===== src/rtl/multi_led_rgb_fader_defines.svh =====
// Assertion macros shared by the RGB fader RTL.
`ifndef MULTI_LED_RGB_FADER_DEFINES_SVH
`define MULTI_LED_RGB_FADER_DEFINES_SVH

// Same-cycle implication, clocked on clk, off while arst_n is low.
`define MLRF_ASSERT_NOW(label, pre, post, msg) \
	label: assert property (@(posedge clk) disable iff (!arst_n) (pre) |-> (post)) \
		else $error(msg);

// Next-cycle implication, clocked on clk, off while arst_n is low.
`define MLRF_ASSERT_NEXT(label, pre, post, msg) \
	label: assert property (@(posedge clk) disable iff (!arst_n) (pre) |=> (post)) \
		else $error(msg);

`endif


===== src/rtl/mlrf_pkg.sv =====
// Types and constants of the RGB LED fader.
package mlrf_pkg;

	localparam int RESULT_LIMIT = 16;
	localparam int QUEUE_DEPTH  = 2;
	localparam int QUEUE_PTR_W  = (QUEUE_DEPTH > 1) ? $clog2(QUEUE_DEPTH) : 1;
	localparam int QUEUE_CNT_W  = $clog2(QUEUE_DEPTH + 1);
	localparam int DIV_BITS     = 24;
	localparam int DIV_CNT_W    = $clog2(DIV_BITS);

	localparam logic CMD_SET  = 1'b0;
	localparam logic CMD_TICK = 1'b1;

	localparam logic REG_LED_COUNT   = 1'b0;
	localparam logic REG_TICK_MILLIS = 1'b1;

	typedef struct packed {
		logic        cmd;
		logic [7:0]  led_index;
		logic [7:0]  red;
		logic [7:0]  green;
		logic [7:0]  blue;
		logic [15:0] fade_time;
	} request_t;

	typedef struct packed {
		logic [3:0] led_number;
		logic [7:0] out_red;
		logic [7:0] out_green;
		logic [7:0] out_blue;
		logic       fade_done;
		logic       last;
	} result_t;

	typedef struct packed {
		logic [7:0] red;
		logic [7:0] green;
		logic [7:0] blue;
	} color_t;

	// One classified command, handed from front to back.
	typedef struct packed {
		logic        tick;
		logic [3:0]  lo;
		logic [4:0]  hi;
		color_t      color;
		logic [15:0] step;
	} job_t;

	typedef enum logic [1:0] {
		FS_IDLE,
		FS_DIV,
		FS_PUSH
	} front_state_t;

endpackage


===== src/rtl/mlrf_stream_if.sv =====
// Valid/ready stream channel carrying one payload struct.
interface mlrf_stream_if #(
	parameter type payload_t = logic
) ();
	logic     valid;
	logic     ready;
	payload_t payload;

	modport source(output valid, output payload, input ready);
	modport sink(input valid, input payload, output ready);
endinterface


===== src/rtl/multi_led_rgb_fader.sv =====
// Top level of the RGB LED cross-fader.
//
// Keeps up to 16 RGB LEDs (MAX_LEDS, capped at 16) and fades each from its
// start color toward a target. A set request (cmd 0) gives one LED, or all
// LEDs in use when led_index is 0, a new target and a fade time; the step is
// 65535 * tick_millis / fade_time, saturated to 16 bits, with a fade time
// of 0 taken as 1. An index at or past the count in use is dropped. A tick
// request (cmd 1) walks LEDs 0 .. count-1 and returns one result each, the
// final one flagged by last; a set returns nothing. The front end takes a
// request only while idle; a set then runs the 24-step bit-serial divider
// and pushes its command, and no new request is taken while a command is
// being divided or pushed (the push waits while the queue is full).
// The walker picks up a command when idle, then writes one addressed LED
// per cycle for a set, or takes two phases per LED for a tick (multiply,
// then blend and write back), the write back waiting on any output stall.
// A two-entry command queue lets the front end take and divide the next
// request while the walker is still busy, and the result register lets the
// walker form the next LED's products while a result waits.
// Registers: index 0 led_count (5 bits, reset 16), index 1 tick_millis
// (8 bits, reset 1); write them only while the block is idle. All LED state
// clears at reset; there is no clearing pass.
module multi_led_rgb_fader
	import mlrf_pkg::*;
#(
	parameter int MAX_LEDS = 16
) (
	input  logic          clk,
	input  logic          arst_n,
	input  logic          cfg_wen,
	input  logic [0:0]    cfg_index,
	input  logic [7:0]    cfg_data,
	mlrf_stream_if.sink   request,
	mlrf_stream_if.source result
);

	// Only the first 16 entries can ever be addressed or reported.
	localparam int DEPTH = (MAX_LEDS < RESULT_LIMIT) ? MAX_LEDS : RESULT_LIMIT;
	localparam int IDX_W = (DEPTH > 1) ? $clog2(DEPTH) : 1;

	logic [4:0] led_count_q;
	logic [7:0] tick_millis_q;

	logic push;
	logic pop;
	logic full;
	logic empty;
	job_t job;
	job_t head;

	// Configuration registers.
	always_ff @(posedge clk or negedge arst_n) begin
		if (!arst_n) begin
			led_count_q   <= 5'd16;
			tick_millis_q <= 8'd1;
		end else if (cfg_wen) begin
			unique case (cfg_index)
				REG_LED_COUNT:   led_count_q   <= cfg_data[4:0];
				REG_TICK_MILLIS: tick_millis_q <= cfg_data;
				default: ;
			endcase
		end
	end

	// Front end: classify the request, divide out the step, queue a command.
	mlrf_front #(
		.DEPTH(DEPTH)
	) u_front (
		.clk        (clk),
		.arst_n     (arst_n),
		.led_count  (led_count_q),
		.tick_millis(tick_millis_q),
		.request    (request),
		.push       (push),
		.job        (job),
		.full       (full)
	);

	// Command queue between the two halves.
	mlrf_queue u_queue (
		.clk   (clk),
		.arst_n(arst_n),
		.push  (push),
		.job   (job),
		.pop   (pop),
		.head  (head),
		.full  (full),
		.empty (empty)
	);

	// Back end: walks the LED table and drives the result channel.
	mlrf_back #(
		.DEPTH(DEPTH),
		.IDX_W(IDX_W)
	) u_back (
		.clk   (clk),
		.arst_n(arst_n),
		.head  (head),
		.empty (empty),
		.pop   (pop),
		.result(result)
	);

endmodule


===== src/rtl/mlrf_front.sv =====
// Front end: accepts requests, classifies them and divides out the fade step.
module mlrf_front
	import mlrf_pkg::*;
#(
	parameter int DEPTH = 16
) (
	input  logic                 clk,
	input  logic                 arst_n,
	input  logic [4:0]           led_count,
	input  logic [7:0]           tick_millis,
	mlrf_stream_if.sink          request,
	output logic                 push,
	output job_t                 job,
	input  logic                 full
);

	localparam logic [4:0] CNT_MAX = 5'(DEPTH);

	front_state_t state_q, state_d;

	job_t                 job_q;
	logic [DIV_BITS-1:0]  quo_q;
	logic [16:0]          rem_q;
	logic [15:0]          div_q;
	logic [DIV_CNT_W-1:0] bit_q;

	logic [4:0]  cnt;
	logic        accept;
	logic        is_tick;
	logic        is_all;
	logic        set_ok;
	logic [16:0] trial;
	logic        trial_ge;

	assign cnt     = (led_count > CNT_MAX) ? CNT_MAX : led_count;
	assign is_tick = (request.payload.cmd == CMD_TICK);
	assign is_all  = (request.payload.led_index == 8'd0);
	// Covers the broadcast case too: index 0 is in range whenever count is nonzero.
	assign set_ok  = ({3'b000, cnt} > request.payload.led_index);

	assign trial    = {rem_q[15:0], quo_q[DIV_BITS-1]};
	assign trial_ge = (trial >= {1'b0, div_q});

	always_ff @(posedge clk or negedge arst_n) begin
		if (!arst_n) begin
			state_q <= FS_IDLE;
		end else begin
			state_q <= state_d;
		end
	end

	always_comb begin
		state_d       = state_q;
		request.ready = (state_q == FS_IDLE);
		accept        = request.valid && (state_q == FS_IDLE);
		push          = 1'b0;
		unique case (state_q)
			FS_IDLE: begin
				if (accept) begin
					if (is_tick) begin
						state_d = (cnt != 5'd0) ? FS_PUSH : FS_IDLE;
					end else if (set_ok) begin
						state_d = FS_DIV;
					end
				end
			end
			FS_DIV: begin
				if (bit_q == DIV_CNT_W'(DIV_BITS - 1)) begin
					state_d = FS_PUSH;
				end
			end
			FS_PUSH: begin
				if (!full) begin
					push    = 1'b1;
					state_d = FS_IDLE;
				end
			end
			default: state_d = FS_IDLE;
		endcase
	end

	// Restoring divider, one quotient bit per cycle: (65535 * tick_millis) / fade.
	always_ff @(posedge clk or negedge arst_n) begin
		if (!arst_n) begin
			bit_q <= '0;
		end else if (accept) begin
			bit_q <= '0;
		end else if (state_q == FS_DIV) begin
			bit_q <= bit_q + DIV_CNT_W'(1);
		end
	end

	// A tick always walks from entry 0; its index field is ignored.
	always_ff @(posedge clk) begin
		if (accept) begin
			job_q.tick  <= is_tick;
			job_q.lo    <= (is_all || is_tick) ? 4'd0 : request.payload.led_index[3:0];
			job_q.hi    <= (is_all || is_tick) ? cnt
			               : request.payload.led_index[4:0] + 5'd1;
			job_q.color <= {request.payload.red, request.payload.green,
			                request.payload.blue};
			job_q.step  <= '0;
			quo_q       <= {tick_millis, 16'h0000} - {16'h0000, tick_millis};
			rem_q       <= '0;
			div_q       <= (request.payload.fade_time == 16'd0) ? 16'd1
			               : request.payload.fade_time;
		end else if (state_q == FS_DIV) begin
			rem_q <= trial_ge ? (trial - {1'b0, div_q}) : trial;
			quo_q <= {quo_q[DIV_BITS-2:0], trial_ge};
		end
	end

	always_comb begin
		job = job_q;
		if (!job_q.tick) begin
			job.step = (quo_q[DIV_BITS-1:16] != '0) ? 16'hFFFF : quo_q[15:0];
		end
	end

endmodule


===== src/rtl/mlrf_queue.sv =====
// Two-entry command queue between front end and LED walker.
`include "multi_led_rgb_fader_defines.svh"
module mlrf_queue
	import mlrf_pkg::*;
(
	input  logic clk,
	input  logic arst_n,
	input  logic push,
	input  job_t job,
	input  logic pop,
	output job_t head,
	output logic full,
	output logic empty
);

	job_t                   mem_q [QUEUE_DEPTH];
	logic [QUEUE_PTR_W-1:0] wr_q;
	logic [QUEUE_PTR_W-1:0] rd_q;
	logic [QUEUE_CNT_W-1:0] cnt_q;

	assign full  = (cnt_q == QUEUE_CNT_W'(QUEUE_DEPTH));
	assign empty = (cnt_q == '0);
	assign head  = mem_q[rd_q];

	function automatic logic [QUEUE_PTR_W-1:0] bump(input logic [QUEUE_PTR_W-1:0] p);
		return (p == QUEUE_PTR_W'(QUEUE_DEPTH - 1)) ? '0 : p + QUEUE_PTR_W'(1);
	endfunction

	always_ff @(posedge clk or negedge arst_n) begin
		if (!arst_n) begin
			wr_q  <= '0;
			rd_q  <= '0;
			cnt_q <= '0;
		end else begin
			if (push) begin
				wr_q <= bump(wr_q);
			end
			if (pop) begin
				rd_q <= bump(rd_q);
			end
			if (push && !pop) begin
				cnt_q <= cnt_q + QUEUE_CNT_W'(1);
			end else if (pop && !push) begin
				cnt_q <= cnt_q - QUEUE_CNT_W'(1);
			end
		end
	end

	always_ff @(posedge clk) begin
		if (push) begin
			mem_q[wr_q] <= job;
		end
	end

	`MLRF_ASSERT_NOW(a_no_overflow, push, !full, "push into a full queue")
	`MLRF_ASSERT_NOW(a_no_underflow, pop, !empty, "pop from an empty queue")
	`MLRF_ASSERT_NOW(a_fill_bound, 1'b1, cnt_q <= QUEUE_CNT_W'(QUEUE_DEPTH), "fill count too big")

endmodule


===== src/rtl/mlrf_back.sv =====
// LED walker: applies set commands and blends each LED on a tick.
`include "multi_led_rgb_fader_defines.svh"
module mlrf_back
	import mlrf_pkg::*;
#(
	parameter int DEPTH = 16,
	parameter int IDX_W = 4
) (
	input  logic        clk,
	input  logic        arst_n,
	input  job_t        head,
	input  logic        empty,
	output logic        pop,
	mlrf_stream_if.source result
);

	color_t      cur_q   [DEPTH];
	color_t      start_q [DEPTH];
	color_t      tgt_q   [DEPTH];
	logic [15:0] pos_q   [DEPTH];
	logic [15:0] step_q  [DEPTH];

	logic       busy_q;
	logic       phase_q;
	logic [3:0] ptr_q;

	logic [7:0] amt_s1;
	color_t     mix_cur_s1;
	color_t     mix_tgt_s1;

	logic       res_valid_q;
	result_t    res_q;

	logic [IDX_W-1:0] e;
	logic             last_entry;
	logic             out_free;
	logic             set_wr;
	logic             blend_s0;
	logic             load;
	logic [7:0]       amt;
	logic [7:0]       inv;
	logic             done;
	color_t           new_color;
	logic [16:0]      pos_sum;
	logic [15:0]      pos_next;

	function automatic logic [7:0] scale8(input logic [7:0] v, input logic [7:0] f);
		logic [15:0] p;
		p = 16'(v) * 16'(f);
		return p[15:8];
	endfunction

	assign e          = ptr_q[IDX_W-1:0];
	assign last_entry = (({1'b0, ptr_q} + 5'd1) == head.hi);
	assign out_free   = !res_valid_q || result.ready;
	assign set_wr     = busy_q && !head.tick;
	assign blend_s0   = busy_q && head.tick && !phase_q;
	assign load       = busy_q && head.tick && phase_q && out_free;
	assign pop        = (set_wr || load) && last_entry;

	// Phase 0: read entry and form the two partial products per channel.
	assign amt = pos_q[e][15:8];
	assign inv = 8'(9'd256 - {1'b0, amt});

	always_ff @(posedge clk) begin
		if (blend_s0) begin
			amt_s1           <= amt;
			mix_cur_s1.red   <= scale8(cur_q[e].red, inv);
			mix_cur_s1.green <= scale8(cur_q[e].green, inv);
			mix_cur_s1.blue  <= scale8(cur_q[e].blue, inv);
			mix_tgt_s1.red   <= scale8(tgt_q[e].red, amt);
			mix_tgt_s1.green <= scale8(tgt_q[e].green, amt);
			mix_tgt_s1.blue  <= scale8(tgt_q[e].blue, amt);
		end
	end

	// Phase 1: pick start, target or blended color; advance position.
	always_comb begin
		done = (amt_s1 == 8'hFF);
		if (amt_s1 == 8'h00) begin
			new_color = start_q[e];
		end else if (done) begin
			new_color = tgt_q[e];
		end else begin
			new_color.red   = mix_cur_s1.red + mix_tgt_s1.red;
			new_color.green = mix_cur_s1.green + mix_tgt_s1.green;
			new_color.blue  = mix_cur_s1.blue + mix_tgt_s1.blue;
		end
		pos_sum  = {1'b0, pos_q[e]} + {1'b0, step_q[e]};
		pos_next = pos_sum[16] ? 16'hFFFF : pos_sum[15:0];
	end

	always_ff @(posedge clk or negedge arst_n) begin
		if (!arst_n) begin
			for (int i = 0; i < DEPTH; i++) begin
				cur_q[i]   <= '0;
				start_q[i] <= '0;
				tgt_q[i]   <= '0;
				pos_q[i]   <= '0;
				step_q[i]  <= '0;
			end
		end else if (set_wr) begin
			start_q[e] <= cur_q[e];
			tgt_q[e]   <= head.color;
			pos_q[e]   <= '0;
			step_q[e]  <= head.step;
		end else if (load) begin
			cur_q[e] <= new_color;
			if (!done) begin
				pos_q[e] <= pos_next;
			end
		end
	end

	always_ff @(posedge clk or negedge arst_n) begin
		if (!arst_n) begin
			busy_q  <= 1'b0;
			phase_q <= 1'b0;
			ptr_q   <= '0;
		end else if (!busy_q) begin
			if (!empty) begin
				busy_q  <= 1'b1;
				phase_q <= 1'b0;
				ptr_q   <= head.lo;
			end
		end else if (set_wr || load) begin
			phase_q <= 1'b0;
			if (last_entry) begin
				busy_q <= 1'b0;
			end else begin
				ptr_q <= ptr_q + 4'd1;
			end
		end else if (blend_s0) begin
			phase_q <= 1'b1;
		end
	end

	always_ff @(posedge clk or negedge arst_n) begin
		if (!arst_n) begin
			res_valid_q <= 1'b0;
		end else if (out_free) begin
			res_valid_q <= load;
		end
	end

	always_ff @(posedge clk) begin
		if (load) begin
			res_q.led_number <= ptr_q;
			res_q.out_red    <= new_color.red;
			res_q.out_green  <= new_color.green;
			res_q.out_blue   <= new_color.blue;
			res_q.fade_done  <= done;
			res_q.last       <= last_entry;
		end
	end

	assign result.valid   = res_valid_q;
	assign result.payload = res_q;

	`MLRF_ASSERT_NOW(a_busy_has_job, busy_q, !empty, "walker busy with no queued command")
	`MLRF_ASSERT_NOW(a_ptr_in_span, busy_q, ({1'b0, ptr_q} < head.hi), "LED pointer past span")
	`MLRF_ASSERT_NEXT(a_last_ends_walk, load && last_entry, !busy_q, "walk still busy after last")

endmodule


===== src/flat_wrapper.sv =====
// flat-port wrapper written by rule: the top's interface ports become plain ports
module multi_led_rgb_fader_flat import mlrf_pkg::*;
#(
	parameter int MAX_LEDS = 16
)
  (clk, arst_n, cfg_wen, cfg_index, cfg_data, request_valid, request_payload, request_ready, result_valid, result_payload, result_ready);
  mlrf_stream_if #(.payload_t(request_t)) request_i ();
  mlrf_stream_if #(.payload_t(result_t)) result_i ();
  input  logic clk;
  input  logic arst_n;
  input  logic cfg_wen;
  input  logic [0:0] cfg_index;
  input  logic [7:0] cfg_data;
  input wire logic [$bits(request_i.valid)-1:0] request_valid;
  input wire logic [$bits(request_i.payload)-1:0] request_payload;
  output wire logic [$bits(request_i.ready)-1:0] request_ready;
  output wire logic [$bits(result_i.valid)-1:0] result_valid;
  output wire logic [$bits(result_i.payload)-1:0] result_payload;
  input wire logic [$bits(result_i.ready)-1:0] result_ready;
  assign request_i.valid = request_valid;
  assign request_i.payload = request_payload;
  assign request_ready = request_i.ready;
  assign result_valid = result_i.valid;
  assign result_payload = result_i.payload;
  assign result_i.ready = result_ready;
  multi_led_rgb_fader #(.MAX_LEDS(MAX_LEDS)) u_core (.clk(clk), .arst_n(arst_n), .cfg_wen(cfg_wen), .cfg_index(cfg_index), .cfg_data(cfg_data), .request(request_i), .result(result_i));
endmodule

===== config.mk =====
export PLATFORM = sky130hd
export DESIGN_NAME = multi_led_rgb_fader_flat
export DESIGN_NICKNAME = d
export VERILOG_FILES = /design/src/rtl/mlrf_pkg.sv /design/src/rtl/mlrf_stream_if.sv /design/src/rtl/multi_led_rgb_fader.sv /design/src/rtl/mlrf_front.sv /design/src/rtl/mlrf_queue.sv /design/src/rtl/mlrf_back.sv /design/src/flat_wrapper.sv
export VERILOG_INCLUDE_DIRS = /design/src /design/src/rtl
export SDC_FILE = /design/constraint.sdc
export NUM_CORES = 2
export LEC_CHECK = 0
export BUFFER_PORTS_ARGS = -buffer_cell sky130_fd_sc_hd__buf_2
export CAP_MARGIN = 20
export CORE_MARGIN = 2
export CORE_UTILIZATION = 35
export CTS_CLUSTER_DIAMETER = 150
export DETAILED_ROUTE_END_ITERATION = 12
export GPL_ROUTABILITY_DRIVEN = 0
export MAX_ROUTING_LAYER = met4
export PLACE_DENSITY = 0.46
export SLEW_MARGIN = 30
export SYNTH_ARGS = -nofsm -noshare
export SYNTH_HDL_FRONTEND = slang
export SYNTH_SLANG_ARGS = --single-unit
export TNS_END_PERCENT = 10

===== constraint.sdc =====
create_clock -name clk -period 14.95 [get_ports clk]
set_clock_uncertainty 0.1 [all_clocks]
set_input_delay 2.99 -clock clk [delete_from_list [all_inputs] [get_ports clk]]
set_output_delay 2.99 -clock clk [all_outputs]
set_load 0.05 [all_outputs]

==> impl_metrics.json <==
{
  "outcome": "finished clean",
  "synth_edf_count": 260,
  "yosysUniqueCellTypes": 83,
  "drv_slew": 0,
  "finalWorstSetupSlack_ns": 5.23,
  "cts_buffer_depth": 4,
  "endpoint_kind": "flop",
  "grt_pass1_vias": 66000,
  "initial_core_util_pct": 35.2,
  "h-tree-depth": 4,
  "regArea_um2": 50600,
  "setup_violations": 0,
  "drive_gt1_share_pct": 19.7,
  "synth_area_leader_cell": "dfrtp_1",
  "synth.ff_latch_count": 1971,
  "rrSetupSlack_ns": 5.23,
  "post-cts-setup-buffers": 0,
  "cts.sinks": 1971,
  "fin_crit_sh_pct": 65.0,
  "vias": 63700,
  "synth-main-ff-cell": "dfrtp_1",
  "whs_endpoint": "u_core.u_queue.mem_q[1][32]$_DFFE_PP_",
  "fin_setup_tns_ns": 0,
  "placementRows": 193,
  "cts_made_buffers": 224,
  "wl_per_cell_um": 23.6,
  "grt_pass1_wl_mm": 437,
  "dp_slack_ns": 5.28,
  "grt-ovfl-total": 0,
  "crit_type": "flop to flop",
  "fp.dieH_um": 532,
  "route.antenna.remaining_nets": 0,
  "root_buffer": "clkbuf_16",
  "fin_nets": 8795,
  "syn_area_um2": 97500,
  "maxCapViolCount": 0,
  "critical_path.slowest_cell": "dfrtp_4",
  "crit_arrival_ns": 10.22,
  "synth_nets": 8945,
  "slew_headroom_pct": 32.7,
  "postSynthAreaPerCell_um2": 11.6,
  "post_cts_resized": 0,
  "drc": 0,
  "synth_area_leaders": "dfrtp_1 43%, mux4_2 11%, edfxtp_1 8.0%, o21ai_0 6.8%, nand2_1 4.9%",
  "grt_antenna_before_repair": 4,
  "critPathMaxFanout": 35,
  "rsz0062_at_grt": "false",
  "port_buffers": 94,
  "core_area_um2": 277000,
  "hp-start": "u_core.u_front.job[32]$_DFFE_PP_",
  "slowest_delay_ns": 0.86,
  "grt_max_degree": 174,
  "hpwl_mm": 174,
  "die_w_um": 532,
  "cp.required_ns": 15.45,
  "hp-class": "flop to flop",
  "die_area_um2": 283000,
  "worst_pin_slew_ns": 1.01,
  "syn_to_final_growth_pct": 12.2,
  "rr_endpoint": "u_core.u_back.mix_cur_s1[7]$_DFFE_PP_",
  "num-fill-cells": 26700,
  "cts_tree": "yes",
  "clk_pin_slew_worst_paths_ns": 0.06,
  "max_freq_ghz": 0.103,
  "reg2reg_from": "u_core.u_back.e[1]$_DFFE_PN0P_",
  "netlist_instances": 8399,
  "finalCriticalPeriod_ns": 9.72,
  "synth_top_cell_area_share_pct": 43.5,
  "async_reset_ff_share_pct": 86.0,
  "drt_first_pass_iters": 5,
  "reg2reg_depth": 31,
  "multiInputGateArea_um2": 43400,
  "crit_path_start_kind": "flop",
  "clk_latency_ns": 0.90,
  "postCtsHoldBufs": 0,
  "hold_viol": 0,
  "min_delay_path_depth": 0,
  "seq_area_frac_synth_pct": 51.8,
  "pin_count": 95,
  "wl_mm": 286,
  "grt_use_total_pct": 20.9,
  "ys_warn_count": 0,
  "drt-initial-drc-count": 4735,
  "viasPerCell": 5.25
}
==> synth_stat cells, types with 14 or more instances <==
library cell  count
inv_1           346
buf_6            17
ha_1            268
nor2b_1          53
nor3_1           25
xor2_1           26
o21a_1           20
dfrtp_1        1693
nand2b_1         30
buf_4            22
dfxtp_1          16
mux4_2          480
fa_1            215
xnor2_1          81
nor2_1          401
and2_1           22
clkbuf_1        527
o21ai_1          45
and3_1           17
mux2i_1         102
o21bai_1         14
buf_1            29
a21o_1           22
or2_2            34
nand4_1          17
buf_2            77
o21ai_0        1334
mux2_2          383
nand2_1        1266
nand3_1         283
edfxtp_1        260
a21oi_1         133
==> worst max-delay path by stage <==
stage / startpoint / end / slack, ns / depth (start not counted)
after global routing: u_core.u_back.e[1]$_DFFE_PN0P_ / u_core.u_back.mix_cur_s1[7]$_DFFE_PP_ / 4.80 / 31
final: u_core.u_back.e[1]$_DFFE_PN0P_ / u_core.u_back.mix_cur_s1[7]$_DFFE_PP_ / 5.23 / 31
after floorplan: u_core.u_back.e[0]$_DFFE_PN0P_ / u_core.u_back.mix_cur_s1[7]$_DFFE_PP_ / 7.52 / 28
after detailed placement: u_core.u_back.e[0]$_DFFE_PN0P_ / u_core.u_back.mix_cur_s1[23]$_DFFE_PP_ / 5.28 / 21
after CTS: u_core.u_back.e[1]$_DFFE_PN0P_ / u_core.u_back.mix_cur_s1[7]$_DFFE_PP_ / 5.23 / 31
after global placement: u_core.u_back.e[1]$_DFFE_PN0P_ / u_core.u_back.mix_cur_s1[7]$_DFFE_PP_ / 5.24 / 31
==> state kept, by name, indices dropped and copies added (netlist names), 2 cells and up <==
register	count
u_core.u_back.e	4
u_core.u_back.mix_tgt_s1	24
u_core.u_front.rem_q	16
u_core.u_back.cur_q	384
u_core.u_back.start_q	384
u_core.led_count_q	5
u_core.u_back.pos_q	256
u_core.u_front.job	34
u_core.u_front.div_q	16
u_core.u_queue.cnt_q	2
u_core.u_back.result.payload	30
u_core.u_front.state_q	2
u_core.u_back.mix_cur_s1	24
u_core.u_back.step_q	256
u_core.tick_millis_q	8
u_core.u_front.quo_q	24
u_core.u_back.tgt_q	384
u_core.u_back.amt_s1	8
u_core.u_front.bit_q	5
u_core.u_queue.mem_q	100
==> final cells by class <==
type                    instances  share of cell area (%)
flip-flops and latches       1971                    46.2
inverters                     358                    1.23
multi-input cells            5397                    39.7
diodes                          8                  0.0183
repair buffers                297                    2.07
clock inverters                62                   0.527
well taps                    3705                    4.24
clock buffers                 339                    6.02
==> critical path, delay by kind of cell, from the launching register on <==
kind	cells	cell delay (ns)
compound gates	6	1.19
xor+xnor	2	0.29
fa+ha+maj	5	2.17
buf+inv	7	1.79
flops	1	0.86
mux	1	0.58
simple gates	10	2.45
==> layout by cell type (no fill, tap or decap), drive strengths merged, types with 7 or more instances in the layout <==
cell type,synthesis,routed
nand2b,30,30
or2,39,39
nor3,25,25
a21o,22,22
a22o,8,8
a21oi,133,133
diode,0,8
a41oi,8,8
and3,17,17
bufinv,0,9
or3,7,7
o21ai,1385,1385
mux2i,102,102
nor2,401,401
xnor2,82,82
fa,215,215
nand2,1266,1266
xor2,26,26
a31oi,11,11
dfxtp,16,16
edfxtp,260,260
a221oi,7,7
clkbuf,527,339
buf,146,297
nand4,17,17
dfrtp,1693,1693
inv,357,362
nor4,14,14
clkinv,1,48
mux4,480,480
and2,22,22
nand3,283,283
nor2b,53,53
ha,268,268
mux2,383,383
o21bai,14,14
o21a,20,20
==> routing by layer <==
metal | vias to the layer above | GRT usage (%) | share of wire (%)
met5 | - | - | 0
met4 | 0 | 4.84 | 2.4
met3 | 394 | 2.19 | 3.6
met2 | 1310 | 33.9 | 48
met1 | 33100 | 28.2 | 46
li1 | 29000 | - | -
==> cell families after synthesis <==
| logic type | Yosys count | synth area share (%) |
|---|---|---|
| compound gates | 1655 | 9.08 |
| buf+inv | 1031 | 4.30 |
| fa+ha+maj | 483 | 7.85 |
| flops | 1971 | 51.8 |
| simple gates | 2186 | 9.39 |
| mux | 965 | 16.6 |
| xor+xnor | 108 | 0.978 |
==> stage by stage <==
| stage | util [%] | std cells | hold slack (ns) | cell area, um2 |
|---|---|---|---|---|
| after floorplan | - | 8399 | 0.321 | 97500 |
| after global placement | 36.8 | 11700 | 0.325 | 102000 |
| after detailed placement | 36.9 | 11700 | 0.330 | 102000 |
| after CTS | 39.5 | 12100 | 0.335 | 109000 |
| after global routing | 39.5 | 12100 | 0.347 | 109000 |
| final | 39.5 | 12100 | 0.330 | 109000 |
Power is not shown: default switching activity piles up to over one toggle a cycle in this logic, so the estimate is an artifact.
